--- config.mk ---
export PLATFORM = sky130hd
export DESIGN_NAME = hcb_ctrl
export DESIGN_NICKNAME = d
export VERILOG_FILES = /design/src/rtl/hcb_pkg.sv /design/src/rtl/hcb_ctrl.sv
export SDC_FILE = /design/constraint.sdc
export NUM_CORES = 1
export LEC_CHECK = 0
export BUFFER_PORTS_ARGS = -buffer_cell sky130_fd_sc_hd__buf_4
export CORE_ASPECT_RATIO = 0.6
export CORE_UTILIZATION = 40
export DETAILED_ROUTE_END_ITERATION = 7
export PLACE_DENSITY_LB_ADDON = 0.2
export SYNTH_ARGS = -nofsm -noshare
export SYNTH_HDL_FRONTEND = slang
export SYNTH_SLANG_ARGS = --single-unit
export TNS_END_PERCENT = 20
--- constraint.sdc ---
create_clock -name aclk -period 4.01 [get_ports aclk]
set_input_delay 0.802 -clock aclk [delete_from_list [all_inputs] [get_ports aclk]]
set_output_delay 0.802 -clock aclk [all_outputs]
set_load 0.02 [all_outputs]
--- src/rtl/hcb_pkg.sv ---
package hcb_pkg;

    // Alphabet and field sizes
    localparam int ALPHABET   = 256;
    localparam int MAXSYM     = 256;
    localparam int COUNT_BITS = 24;
    localparam int SYM_W      = 8;
    localparam int NODE_W     = 9;
    localparam int NODE_DEPTH = 512;
    localparam int WEIGHT_W   = 32;
    localparam int CODE_W     = 64;
    localparam int LEN_W      = 6;
    localparam int LEAF_W     = 9;
    localparam int STATUS_W   = 2;
    localparam int KIND_W     = 2;

    // Memory word widths
    localparam int HEAP_W  = WEIGHT_W + NODE_W;  // {weight, node}
    localparam int CHILD_W = 2 * NODE_W;         // {left, right}
    localparam int WORK_W  = CODE_W + LEN_W;     // {code, length}

    // Stream payload widths
    localparam int IN_DATA_W  = 8;
    localparam int OUT_DATA_W = 88;
    localparam int OUT_USED_W = STATUS_W + CODE_W + LEN_W + LEAF_W;

    localparam logic [COUNT_BITS-1:0] COUNT_MAX = '1;

    typedef enum logic [KIND_W-1:0] {
        KIND_COUNT  = 2'd0,
        KIND_BUILD  = 2'd1,
        KIND_LOOKUP = 2'd2,
        KIND_CLEAR  = 2'd3
    } kind_t;

    typedef enum logic [STATUS_W-1:0] {
        STAT_OK     = 2'd0,
        STAT_EMPTY  = 2'd1,
        STAT_ABSENT = 2'd2
    } status_t;

    // Datapath micro-operations
    typedef enum logic [5:0] {
        OP_NONE,
        OP_ACCEPT,
        OP_CNT_RD,
        OP_CNT_WR,
        OP_CLEAR,
        OP_BLD_EMPTY,
        OP_BLD_INIT,
        OP_SCAN_RD,
        OP_SCAN_CHK,
        OP_INS_TOP,
        OP_INS_CMP,
        OP_X_RD0,
        OP_X_RDL,
        OP_X_LAST,
        OP_SD_L,
        OP_SD_R,
        OP_SD_STEP,
        OP_SAVE_A,
        OP_MERGE,
        OP_ROOT_RD,
        OP_TR_ROOT,
        OP_TR_RD,
        OP_TR_WA,
        OP_TR_WB,
        OP_BLD_DONE,
        OP_LK_MISS,
        OP_LK_RD,
        OP_LK_HIT,
        OP_RESP
    } dp_op_t;

    typedef enum logic [4:0] {
        S_IDLE,
        S_DISPATCH,
        S_CNT_RD,
        S_CNT_WR,
        S_SCAN_RD,
        S_SCAN_CHK,
        S_SCAN_TEST,
        S_INS_TOP,
        S_INS_CMP,
        S_INS_DONE,
        S_MERGE_CHK,
        S_X_RD0,
        S_X_RDL,
        S_X_LAST,
        S_SD_L,
        S_SD_R,
        S_SD_STEP,
        S_X_DONE,
        S_MERGE,
        S_ROOT_RD,
        S_TR_ROOT,
        S_TR_CHK,
        S_TR_RD,
        S_TR_WA,
        S_TR_WB,
        S_LK_HIT,
        S_RESP
    } ctrl_state_t;

    typedef struct packed {
        dp_op_t op;
    } dp_cmd_t;

    typedef struct packed {
        kind_t kind;
        logic  leaf_zero;
        logic  codes_ok;
        logic  lk_hit;
        logic  scan_nz;
        logic  scan_end;
        logic  ins_root;
        logic  ins_up;
        logic  sd_l_ok;
        logic  sd_move;
        logic  heap_multi;
        logic  tr_done;
        logic  out_free;
    } dp_stat_t;

endpackage

--- src/rtl/hcb_ctrl.sv ---
module hcb_ctrl (
    input  logic              aclk,
    input  logic              aresetn,
    input  logic              s_tvalid,
    output logic              s_tready,
    input  hcb_pkg::dp_stat_t stat,
    output hcb_pkg::dp_cmd_t  cmd
);
    import hcb_pkg::*;

    ctrl_state_t state_reg, state_next;
    logic        merge_phase_reg, merge_phase_next;   // insert called from merge loop
    logic        second_reg, second_next;             // second extract of a pair

    // State registers
    always_ff @(posedge aclk) begin
        if (!aresetn) begin
            state_reg       <= S_IDLE;
            merge_phase_reg <= 1'b0;
            second_reg      <= 1'b0;
        end else begin
            state_reg       <= state_next;
            merge_phase_reg <= merge_phase_next;
            second_reg      <= second_next;
        end
    end

    // Next state and datapath command
    always_comb begin
        state_next       = state_reg;
        merge_phase_next = merge_phase_reg;
        second_next      = second_reg;
        cmd.op           = OP_NONE;
        s_tready         = 1'b0;
        case (state_reg)
            S_IDLE: begin
                s_tready = 1'b1;
                if (s_tvalid) begin
                    cmd.op     = OP_ACCEPT;
                    state_next = S_DISPATCH;
                end
            end
            S_DISPATCH: begin
                case (stat.kind)
                    KIND_COUNT: state_next = S_CNT_RD;
                    KIND_BUILD: begin
                        if (stat.leaf_zero) begin
                            cmd.op     = OP_BLD_EMPTY;
                            state_next = S_RESP;
                        end else begin
                            cmd.op           = OP_BLD_INIT;
                            merge_phase_next = 1'b0;
                            state_next       = S_SCAN_RD;
                        end
                    end
                    KIND_LOOKUP: begin
                        if (stat.codes_ok) begin
                            cmd.op     = OP_LK_RD;
                            state_next = S_LK_HIT;
                        end else begin
                            cmd.op     = OP_LK_MISS;
                            state_next = S_RESP;
                        end
                    end
                    default: begin
                        cmd.op     = OP_CLEAR;
                        state_next = S_RESP;
                    end
                endcase
            end
            S_CNT_RD: begin
                cmd.op     = OP_CNT_RD;
                state_next = S_CNT_WR;
            end
            S_CNT_WR: begin
                cmd.op     = OP_CNT_WR;
                state_next = S_RESP;
            end
            // Load present symbols into the heap
            S_SCAN_RD: begin
                cmd.op     = OP_SCAN_RD;
                state_next = S_SCAN_CHK;
            end
            S_SCAN_CHK: begin
                cmd.op     = OP_SCAN_CHK;
                state_next = stat.scan_nz ? S_INS_TOP : S_SCAN_TEST;
            end
            S_SCAN_TEST: begin
                state_next = stat.scan_end ? S_MERGE_CHK : S_SCAN_RD;
            end
            // Sift-up insert
            S_INS_TOP: begin
                cmd.op     = OP_INS_TOP;
                state_next = stat.ins_root ? S_INS_DONE : S_INS_CMP;
            end
            S_INS_CMP: begin
                cmd.op     = OP_INS_CMP;
                state_next = stat.ins_up ? S_INS_TOP : S_INS_DONE;
            end
            S_INS_DONE: begin
                state_next = merge_phase_reg ? S_MERGE_CHK : S_SCAN_TEST;
            end
            // Merge loop
            S_MERGE_CHK: begin
                second_next = 1'b0;
                state_next  = stat.heap_multi ? S_X_RD0 : S_ROOT_RD;
            end
            S_X_RD0: begin
                cmd.op     = OP_X_RD0;
                state_next = S_X_RDL;
            end
            S_X_RDL: begin
                cmd.op     = OP_X_RDL;
                state_next = S_X_LAST;
            end
            S_X_LAST: begin
                cmd.op     = OP_X_LAST;
                state_next = S_SD_L;
            end
            S_SD_L: begin
                cmd.op     = OP_SD_L;
                state_next = stat.sd_l_ok ? S_SD_R : S_X_DONE;
            end
            S_SD_R: begin
                cmd.op     = OP_SD_R;
                state_next = S_SD_STEP;
            end
            S_SD_STEP: begin
                cmd.op     = OP_SD_STEP;
                state_next = stat.sd_move ? S_SD_L : S_X_DONE;
            end
            S_X_DONE: begin
                if (!second_reg) begin
                    cmd.op      = OP_SAVE_A;
                    second_next = 1'b1;
                    state_next  = S_X_RD0;
                end else begin
                    state_next = S_MERGE;
                end
            end
            S_MERGE: begin
                cmd.op           = OP_MERGE;
                merge_phase_next = 1'b1;
                state_next       = S_INS_TOP;
            end
            // Code assignment, parents before children
            S_ROOT_RD: begin
                cmd.op     = OP_ROOT_RD;
                state_next = S_TR_ROOT;
            end
            S_TR_ROOT: begin
                cmd.op     = OP_TR_ROOT;
                state_next = S_TR_CHK;
            end
            S_TR_CHK: begin
                if (stat.tr_done) begin
                    cmd.op     = OP_BLD_DONE;
                    state_next = S_RESP;
                end else begin
                    state_next = S_TR_RD;
                end
            end
            S_TR_RD: begin
                cmd.op     = OP_TR_RD;
                state_next = S_TR_WA;
            end
            S_TR_WA: begin
                cmd.op     = OP_TR_WA;
                state_next = S_TR_WB;
            end
            S_TR_WB: begin
                cmd.op     = OP_TR_WB;
                state_next = S_TR_CHK;
            end
            // Present bit and code read back; absent symbol answers a miss
            S_LK_HIT: begin
                cmd.op     = stat.lk_hit ? OP_LK_HIT : OP_LK_MISS;
                state_next = S_RESP;
            end
            S_RESP: begin
                if (stat.out_free) begin
                    cmd.op     = OP_RESP;
                    state_next = S_IDLE;
                end
            end
            default: state_next = S_IDLE;
        endcase
    end

endmodule

==> results of run 1 <==
## cells in the mapped netlist, types with 2 or more instances
master	instances	area [sq um]
a21oi_1	10	50.1
nand2_1	10	37.5
nand3_1	9	45.0
o21ai_0	8	40.0
buf_6	7	78.8
dfxtp_1	7	140
buf_2	6	30.0
buf_4	6	45.0
inv_1	6	22.5
nor2b_1	6	37.5
nor3b_1	6	45.0
nor2_1	5	18.8
o211ai_1	5	37.5
a2bb2oi_1	3	26.3
a31oi_1	3	18.8
and3_1	3	18.8
nand2b_1	3	18.8
nand4_1	3	18.8
o41a_1	3	33.8
a211oi_1	2	15.0
a22oi_1	2	15.0
a311oi_1	2	17.5
and2b_1	2	15.0
and3b_1	2	17.5
nand3b_1	2	15.0
nand4b_1	2	17.5
nor3_2	2	20.0
nor4b_1	2	17.5
nor4bb_1	2	20.0
o2111ai_1	2	17.5
o211ai_2	2	25.0
o21ai_1	2	10.0
o221ai_1	2	17.5
o22ai_1	2	12.5
o31a_1	2	17.5
or3_1	2	12.5
## power by group through the flow
stage                      Clock, W  Combinational [W]  Sequential, W
after floorplan                   0           0.000592       0.000101
after global placement            0           0.000588       0.000229
after detailed placement          0           0.000592       0.000230
after CTS                 0.0000984           0.000594       0.000228
after global routing       0.000104           0.000649       0.000243
final                     0.0000948           0.000600       0.000233
## metal layers
metal | vias to the layer above | track usage (%)
li1 | 643 | -
met3 | 2 | 4.10
met1 | 628 | 35.5
met2 | 67 | 32.4
met4 | 0 | 2.35
met5 | - | 0
## logic make-up (layout without fill, tap and decap cells)
kind of cell | Yosys count | count (layout)
buffers and inverters | 25 | 35
flip-flops | 7 | 7
multiplexers | 1 | 1
other | 1 | 1
AND/OR/NAND/NOR | 68 | 68
XOR/XNOR | 1 | 1
AO/OA/AOI/OAI | 59 | 59
## area by class of cell
class / instances / area share [%]
tap: 42 / 3.92
multi-input combinational: 130 / 66.6
clock buffer: 4 / 3.36
inverter: 6 / 1.68
timing repair buffer: 25 / 14.0
sequential: 7 / 10.4
## worst max-delay path, delay by kind of cell (launching register included)
kind / cells / cell delay, ns
compound gates: 1 / 0.15
flops: 1 / 1.14
simple gates: 3 / 0.75
buf+inv: 1 / 0.16
## per-stage QoR
| step | total power [W] | setup WS, ns | hold slack (ns) | instances |
|---|---|---|---|---|
| after floorplan | 0.000694 | 1.57 | 0.506 | 162 |
| final | 0.000928 | 0.786 | 0.577 | 214 |
| after CTS | 0.000921 | 0.834 | 0.572 | 214 |
| after global placement | 0.000817 | 1.15 | 0.545 | 210 |
| after global routing | 0.000995 | 0.667 | 0.591 | 214 |
| after detailed placement | 0.000821 | 1.06 | 0.561 | 210 |
## path summary, 6_finish.rpt
| path | start | end | slack [ns] |
|---|---|---|---|
| hold reg to reg | merge_phase_reg | merge_phase_reg | 0.58 |
| setup / recovery | state_reg[1] | cmd[0] | 0.79 |
| setup reg to reg | state_reg[1] | state_reg[3] | 1.66 |
| hold / removal | merge_phase_reg | merge_phase_reg | 0.58 |
==> flow_summary.yaml, run 1 <==
outcome:
  status: "completed"
final_layout:
  multiInputGateArea_sq_um: 893
  stdcell_area_sq_um: 1340
  largest_reg_flops: 5
  nets: 190
  regArea_sq_um: 140
  fin_util_pct: 46.7
  drive_above_1_share_pct: 20.9
  diodes: 0
  mostFrequentLayoutCell: "buf_4"
  fill_cells: 291
  mostFrequentLayoutCells: "25 x buf_4, 10 x nand2_1, 10 x a21oi_1"
  areaGrowthSynthToFinish_pct: 10.9
timing:
  final-hold-violation-count: 0
  final_max_slew_viol_count: 0
  fin_setup_tns_ns: 0
  fin_crit_sh_pct: 80.4
  rsz0062_at_grt: "false"
  tightest_slew_ns: 1.24
  fin_crit_ns: 3.22
  setup_violations: 0
  fmax_ghz: 0.310
  finClkSkew_ns: 0.00301
  slew_headroom_pct: 17.0
clocking:
  cts_setup_buffers: 0
  cts_hold_buf: 0
  cts_root_buffer: "clkbuf_8"
  cts_buffer_depth: 2
  cts.sinks: 7
  numCtsBuffers: 3
  path_clk_slew_ns: 0.04
  htree_levels: 1
  clk_latency_ns: 0.22
  cts.repair.resized: 0
  cts_tree: "done"
worst_setup_path:
  ff2ff_path_depth: 4
  worst-endpoint-arrival_ns: 2.42
  end_kind: "primary output"
  crit_path_max_fanout: 35
  start_kind: "register"
  cpPeakStageDelay_ns: 1.14
  required_ns: 3.21
  crit_chain: "nor3b_1 > nand4b_1 > o221ai_1 > or3_1 > buf_4"
  cp_slowest_cell: "dfxtp_1"
  critPathKind: "register to primary output"
route:
  viasPerCell: 6.26
  detail-route-antenna-nets: 0
  topRoutingLayerUsed: "met4"
  m1WireLength_mm: 1.72
  drc: 0
  wl_met2_mm: 1.47
  vias: 1340
  drt-wirelength-per-cell_um: 16.7
  dr.pass1.iters: 4
  wirelength_mm: 3.56
  wl_met3_um: 359
  initialDrtViolationCount: 108
job:
  max-cap-violations: 0
yosys:
  synth_cell_types: 55
  syn_avg_cell_area_sq_um: 7.47
  netlist_area_sq_um: 1210
  synth_simple_gate_area_share_pct: 36.4
  synth_xor_area_share_pct: 0.724
  synth_edf_count: 0
  synth_cells: 162
  ys_seq_area_share_pct: 11.6
  async_flop_share_pct: 0
  ys_warn_count: 0
  synth-main-ff-cell: "dfxtp_1"
  yosys_register_bits: 7
  synth_fa_ha_area_share_pct: 0
  muxShareOfSynthArea_pct: 0.827
  synth-compound-area-share_pct: 35.6
  synth_top_family_by_area: "simple AND/OR/NAND/NOR gates"
  synthesis.nets: 179
pwr:
  internal_power_w: 0.000429
  p_switching_w: 0.000499
  p_per_area_nw_per_um2: 692
  swShare_pct: 53.8
  vdd_ir_drop_max_mv: 0.258
  total_leakage_power_nw: 0.509
  p_clk_share_pct: 10.2
  p_seq_share_pct: 25.1
  combPwrFrac_pct: 64.7
min_path:
  worstHoldPathCells: 2
  hold_class: "register to register"
placed_design:
  port_buffers: 22
  routabilityCongestion: 0.961
  place_hpwl_mm: 2.66
  placed_area_sq_um: 1300
floorplanning:
  die_w_um: 73
  die_h_um: 44.6
  dieArea_sq_um: 3260
  initial_core_util_pct: 42.1
  ios: 24
  core_sq_um: 2870
  num_rows: 15
global_routing:
  antenna_found_initial: 0
  grt_pass1_vias: 1149
  grt_pass1_wl_mm: 5.71
  track_usage_pct: 22.7
  grt_max_degree: 36
  grt_overflow_total: 0
(Power assumes the default switching activity.)
==> run 2, diff against run 1 <==
clock period = 2.6 ns   (was 4.01 ns; I/O delays follow)
==> flow_summary.yaml, run 2 (same netlist as run 1, synthesis figures left out) <==
floorplanning:
  die_w_um: 73
  ios: 24
  die_h_um: 44.6
  num_rows: 15
  dieArea_sq_um: 3260
  core_sq_um: 2870
  initial_core_util_pct: 42.1
timing:
  tightest_slew_ns: 0.510
  final-hold-violation-count: 0
  fin_crit_ns: 2.37
  fin_crit_sh_pct: 91.1
  slew_headroom_pct: 65.9
  fmax_ghz: 0.422
  rsz0062_at_grt: "false"
  final_max_slew_viol_count: 0
  fin_setup_tns_ns: 0
  setup_violations: 0
  finClkSkew_ns: 0.00743
final_layout:
  stdcell_area_sq_um: 1430
  areaGrowthSynthToFinish_pct: 18.0
  fill_cells: 274
  mostFrequentLayoutCells: "35 x buf_4, 10 x nand2_1, 10 x a21oi_1"
  nets: 200
  drive_above_1_share_pct: 27.5
  fin_util_pct: 49.7
  post_layout_nonfiller_instances: 224
  largest_reg_flops: 5
  diodes: 0
  mostFrequentLayoutCell: "buf_4"
placed_design:
  dp.cells: 220
  port_buffers: 22
  routabilityCongestion: 0.938
  place_hpwl_mm: 3.03
  placed_area_sq_um: 1370
clocking:
  clk_latency_ns: 0.23
  cts_setup_buffers: 0
  path_clk_slew_ns: 0.05
  cts_hold_buf: 0
  cts_buffer_depth: 2
  cts.sinks: 7
  cts_tree: "done"
  cts_root_buffer: "clkbuf_8"
  numCtsBuffers: 3
  htree_levels: 1
route:
  dr.pass1.iters: 4
  m1WireLength_mm: 1.74
  wl_met3_um: 445
  wl_met2_mm: 1.70
  wirelength_mm: 3.95
  detail-route-antenna-nets: 0
  drt-wirelength-per-cell_um: 17.6
  vias: 1433
  initialDrtViolationCount: 175
  viasPerCell: 6.40
  drc: 0
  topRoutingLayerUsed: "met4"
job:
  max-cap-violations: 0
worst_setup_path:
  crit_chain: "buf_4 > or4bb_1 > o21ai_0 > a21oi_1 > o2111ai_1 > buf_4"
  end_kind: "primary output"
  cpPeakStageDelay_ns: 0.49
  worst-endpoint-arrival_ns: 1.85
  cp_slowest_cell: "or4bb_1"
  crit_path_max_fanout: 16
  required_ns: 2.08
  start_kind: "register"
  critPathKind: "register to primary output"
  cp_common_cell: "buf_4"
global_routing:
  grt_max_degree: 23
  track_usage_pct: 25.1
  grt_pass1_wl_mm: 6.10
  grt_pass1_vias: 1238
  grt_overflow_total: 0
  antenna_found_initial: 0
min_path:
  hold_class: "register to register"
pwr:
  total_leakage_power_nw: 0.563
  p_per_area_nw_per_um2: 1100
  p_total_w: 0.00157
  vdd_ir_drop_max_mv: 0.333
outcome:
  status: "completed"
[run 2: critical path, delay by kind of cell (launching register included)]
kind / cells / cell delay [ns]
AO/OA/AOI/OAI: 3 / 0.32
buffers and inverters: 2 / 0.39
flip-flops: 1 / 0.42
AND/OR/NAND/NOR: 1 / 0.49
[run 2: power by group]
part	switching (W)	total, W	internal (W)
Clock	0.0000501	0.000156	0.000106
Sequential	0.000143	0.000288	0.000145
Combinational	0.000631	0.00112	0.000490
[run 2: path summary, 6_finish.rpt]
kind | from | to | slack (ns) | cells past startpoint
setup / recovery | state_reg[2] | cmd[1] | 0.23 | 6
hold / removal | merge_phase_reg | merge_phase_reg | 0.56 | 2
setup reg to reg | state_reg[4] | state_reg[3] | 0.75 | 5
hold reg to reg | merge_phase_reg | merge_phase_reg | 0.56 | 2
[run 2: through the flow]
step / hold WS, ns / worst slack, ns
floorplan: 0.506 / 0.661
global placement: 0.555 / 0.319
detailed placement: 0.552 / 0.265
CTS: 0.563 / 0.0442
global route: 0.568 / 0.149
finish: 0.563 / 0.233
[run 2: routing by layer]
layer	track usage, %	vias to the layer above
li1	-	669
met1	36.5	653
met2	35.9	103
met3	6.15	8
met4	8.24	0
met5	0	-
[run 2: layout make-up]
type | instances | area, sq um | area share [%]
inverter | 6 | 22.5 | 1.58
sequential | 7 | 145 | 10.2
timing repair buffer | 35 | 263 | 18.4
clock buffer | 4 | 45.0 | 3.16
tap | 42 | 52.6 | 3.68
multi-input combinational | 130 | 900 | 63.0
[run 2: timing repair]
item                                    4_1_cts  5_1_grt
hold endpoints to repair                      0        0
resized for setup                             0        5
endpoints found under the setup margin        0        3
==> run 3, diff against run 2 <==
ABC_AREA = 1   (was not set)
HOLD_SLACK_MARGIN = 0.1   (was not set)
==> flow_summary.yaml, run 3 <==
min_path:
  min_to: "state_reg[1]"
  hold_class: "input pin to register"
  min-delay-start: "aresetn"
  worstHoldPathCells: 3
floorplanning:
  ios: 24
  core_sq_um: 2560
  die_w_um: 69.7
  num_rows: 14
  dieArea_sq_um: 2970
  initial_core_util_pct: 43.0
  die_h_um: 42.6
worst_setup_path:
  required_ns: 2.08
  r2r_start: "state_reg[4]"
  reg2reg_to: "state_reg[3]"
  worst-endpoint-arrival_ns: 1.94
  r2r_slack_ns: 0.77
  crit_path_max_fanout: 11
  critPathKind: "register to primary output"
  ff2ff_path_depth: 9
  end_kind: "primary output"
  start_kind: "register"
clocking:
  cts_buffer_depth: 2
  cts.sinks: 7
  clk_latency_ns: 0.23
  htree_levels: 1
  cts_hold_buf: 0
  cts_tree: "done"
  cts.repair.resized: 0
  cts_setup_buffers: 0
  path_clk_slew_ns: 0.04
  numCtsBuffers: 3
  cts_root_buffer: "clkbuf_8"
route:
  dr.pass1.iters: 7
  wl_met2_mm: 1.43
  viasPerCell: 5.47
  drc: 0
  topRoutingLayerUsed: "met4"
  m1WireLength_mm: 1.75
  vias: 1476
  drt-wirelength-per-cell_um: 14.1
  initialDrtViolationCount: 207
  wirelength_mm: 3.80
  detail-route-antenna-nets: 0
  wl_met3_um: 569
pwr:
  p_total_w: 0.00141
  total_leakage_power_nw: 0.746
  vdd_ir_drop_max_mv: 0.700
  p_per_area_nw_per_um2: 1060
yosys:
  netlist_area_sq_um: 1100
  synth_common_cells: "59 x nand2_1, 45 x nor2_1, 27 x inv_1, 19 x nand3_1"
  yosys-top-cells-area: "nand2_1 20%, nor2_1 15%, dfxtp_1 13%"
  synth-main-ff-cell: "dfxtp_1"
  yosys.area.top_type: "nand2_1"
  synth.most_common_cell: "nand2_1"
  ys_seq_area_share_pct: 12.8
  syn_avg_cell_area_sq_um: 5.09
  yosys.area.top_type_share_pct: 20.2
  synth_top_family_by_area: "simple AND/OR/NAND/NOR gates"
  synth_xor_area_share_pct: 0
  synth-compound-area-share_pct: 11.4
  synth_fa_ha_area_share_pct: 0
  synth_edf_count: 0
  synth_cells: 216
  synth_cell_types: 26
  yosys_register_bits: 7
  muxShareOfSynthArea_pct: 0
  async_flop_share_pct: 0
  ys_warn_count: 0
  synthesis.nets: 233
  synth_simple_gate_area_share_pct: 62.3
final_layout:
  mostFrequentLayoutCell: "nand2_1"
  drive_above_1_share_pct: 17.6
  stdcell_area_sq_um: 1320
  nets: 256
  diodes: 0
  areaGrowthSynthToFinish_pct: 20.5
  mostFrequentLayoutCells: "59 x nand2_1, 45 x nor2_1, 27 x inv_1"
  largest_reg_flops: 5
timing:
  tightest_slew_ns: 0.517
  fin_setup_tns_ns: 0
  final_max_slew_viol_count: 0
  fin_crit_sh_pct: 94.6
  fin_crit_ns: 2.46
  rsz0062_at_grt: "false"
  finClkSkew_ns: 0.00142
  setup_violations: 0
  timing.final.ws_setup_ns: 0.140
  slew_headroom_pct: 65.5
  final-hold-violation-count: 0
  fmax_ghz: 0.407
  hold_slack_ns: 0.483
outcome:
  status: "completed"
placed_design:
  routabilityCongestion: 1.04
  place_hpwl_mm: 3.06
  port_buffers: 22
  placed_area_sq_um: 1280
  dpl_worst_slack_ns: 0.445
global_routing:
  antenna_found_initial: 0
  grt_max_degree: 12
  track_usage_pct: 26.2
  grt_pass1_vias: 1237
  grt_pass1_wl_mm: 6.04
  grt_overflow_total: 0
job:
  max-cap-violations: 0
run 3: cell count changes in the layout (fill, tap and decap cells not counted), moves of 6 or more:
cell     change
nand2_1     +49
nor2b_1      -6
nand3_1     +10
nor2_1      +40
nor3b_1      -6
inv_1       +21
buf_4       -13
run 3: per-layer routing:
metal  global-route usage [%]  vias to the layer above
li1                         -                      736
met1                     39.1                      620
met2                     36.3                      114
met3                     9.86                        6
met4                     2.40                        0
met5                        0                        -
run 3: logic make-up (layout without fill, tap and decap cells):
logic type             Yosys count  count (layout)
AND/OR/NAND/NOR                151             151
buffers and inverters           36              58
AO/OA/AOI/OAI                   21              21
flip-flops                       7               7
other                            1               1
run 3: power breakdown:
group,leakage [nW],switching (W),internal [W]
sequential,0.0572,0.0000967,0.000144
clock,0.0228,0.0000484,0.000106
combinational,0.666,0.000661,0.000352
run 3: worst max-delay path: stages, from the launching register on:
cell	delay, ns
dfxtp_1	0.63
nand3_1	0.28
nor2_1	0.32
nand2_1	0.12
nand2_1	0.08
nor2_1	0.07
nand3_1	0.08
buf_4	0.14
run 3: area by class of cell:
cell class                      count  area (sq um)
Fill cell                         281          1230
Inverter                           32           120
Clock buffer                        4          45.0
Tap cell                           32          40.0
Multi-Input combinational cell    173           813
Timing Repair Buffer               22           165
Sequential cell                     7           140
run 3: how the worst max path moves through the flow:
stage | from | endpoint | slack [ns] | cells after the start
final | state_reg[4] | cmd[4] | 0.14 | 7
after global routing | state_reg[4] | cmd[1] | 0.03 | 8
after CTS | state_reg[4] | cmd[4] | 0.17 | 7
after detailed placement | state_reg[4] | cmd[3] | 0.44 | 6
after global placement | state_reg[2] | cmd[1] | 0.33 | 8
after floorplan | state_reg[2] | cmd[1] | 0.83 | 8
run 3: through the flow:
stage / std cells / utilization (%)
after floorplan: 216 / -
after global placement: 266 / 50.0
after detailed placement: 266 / 50.0
after CTS: 270 / 51.8
after global routing: 270 / 51.8
final: 270 / 51.8
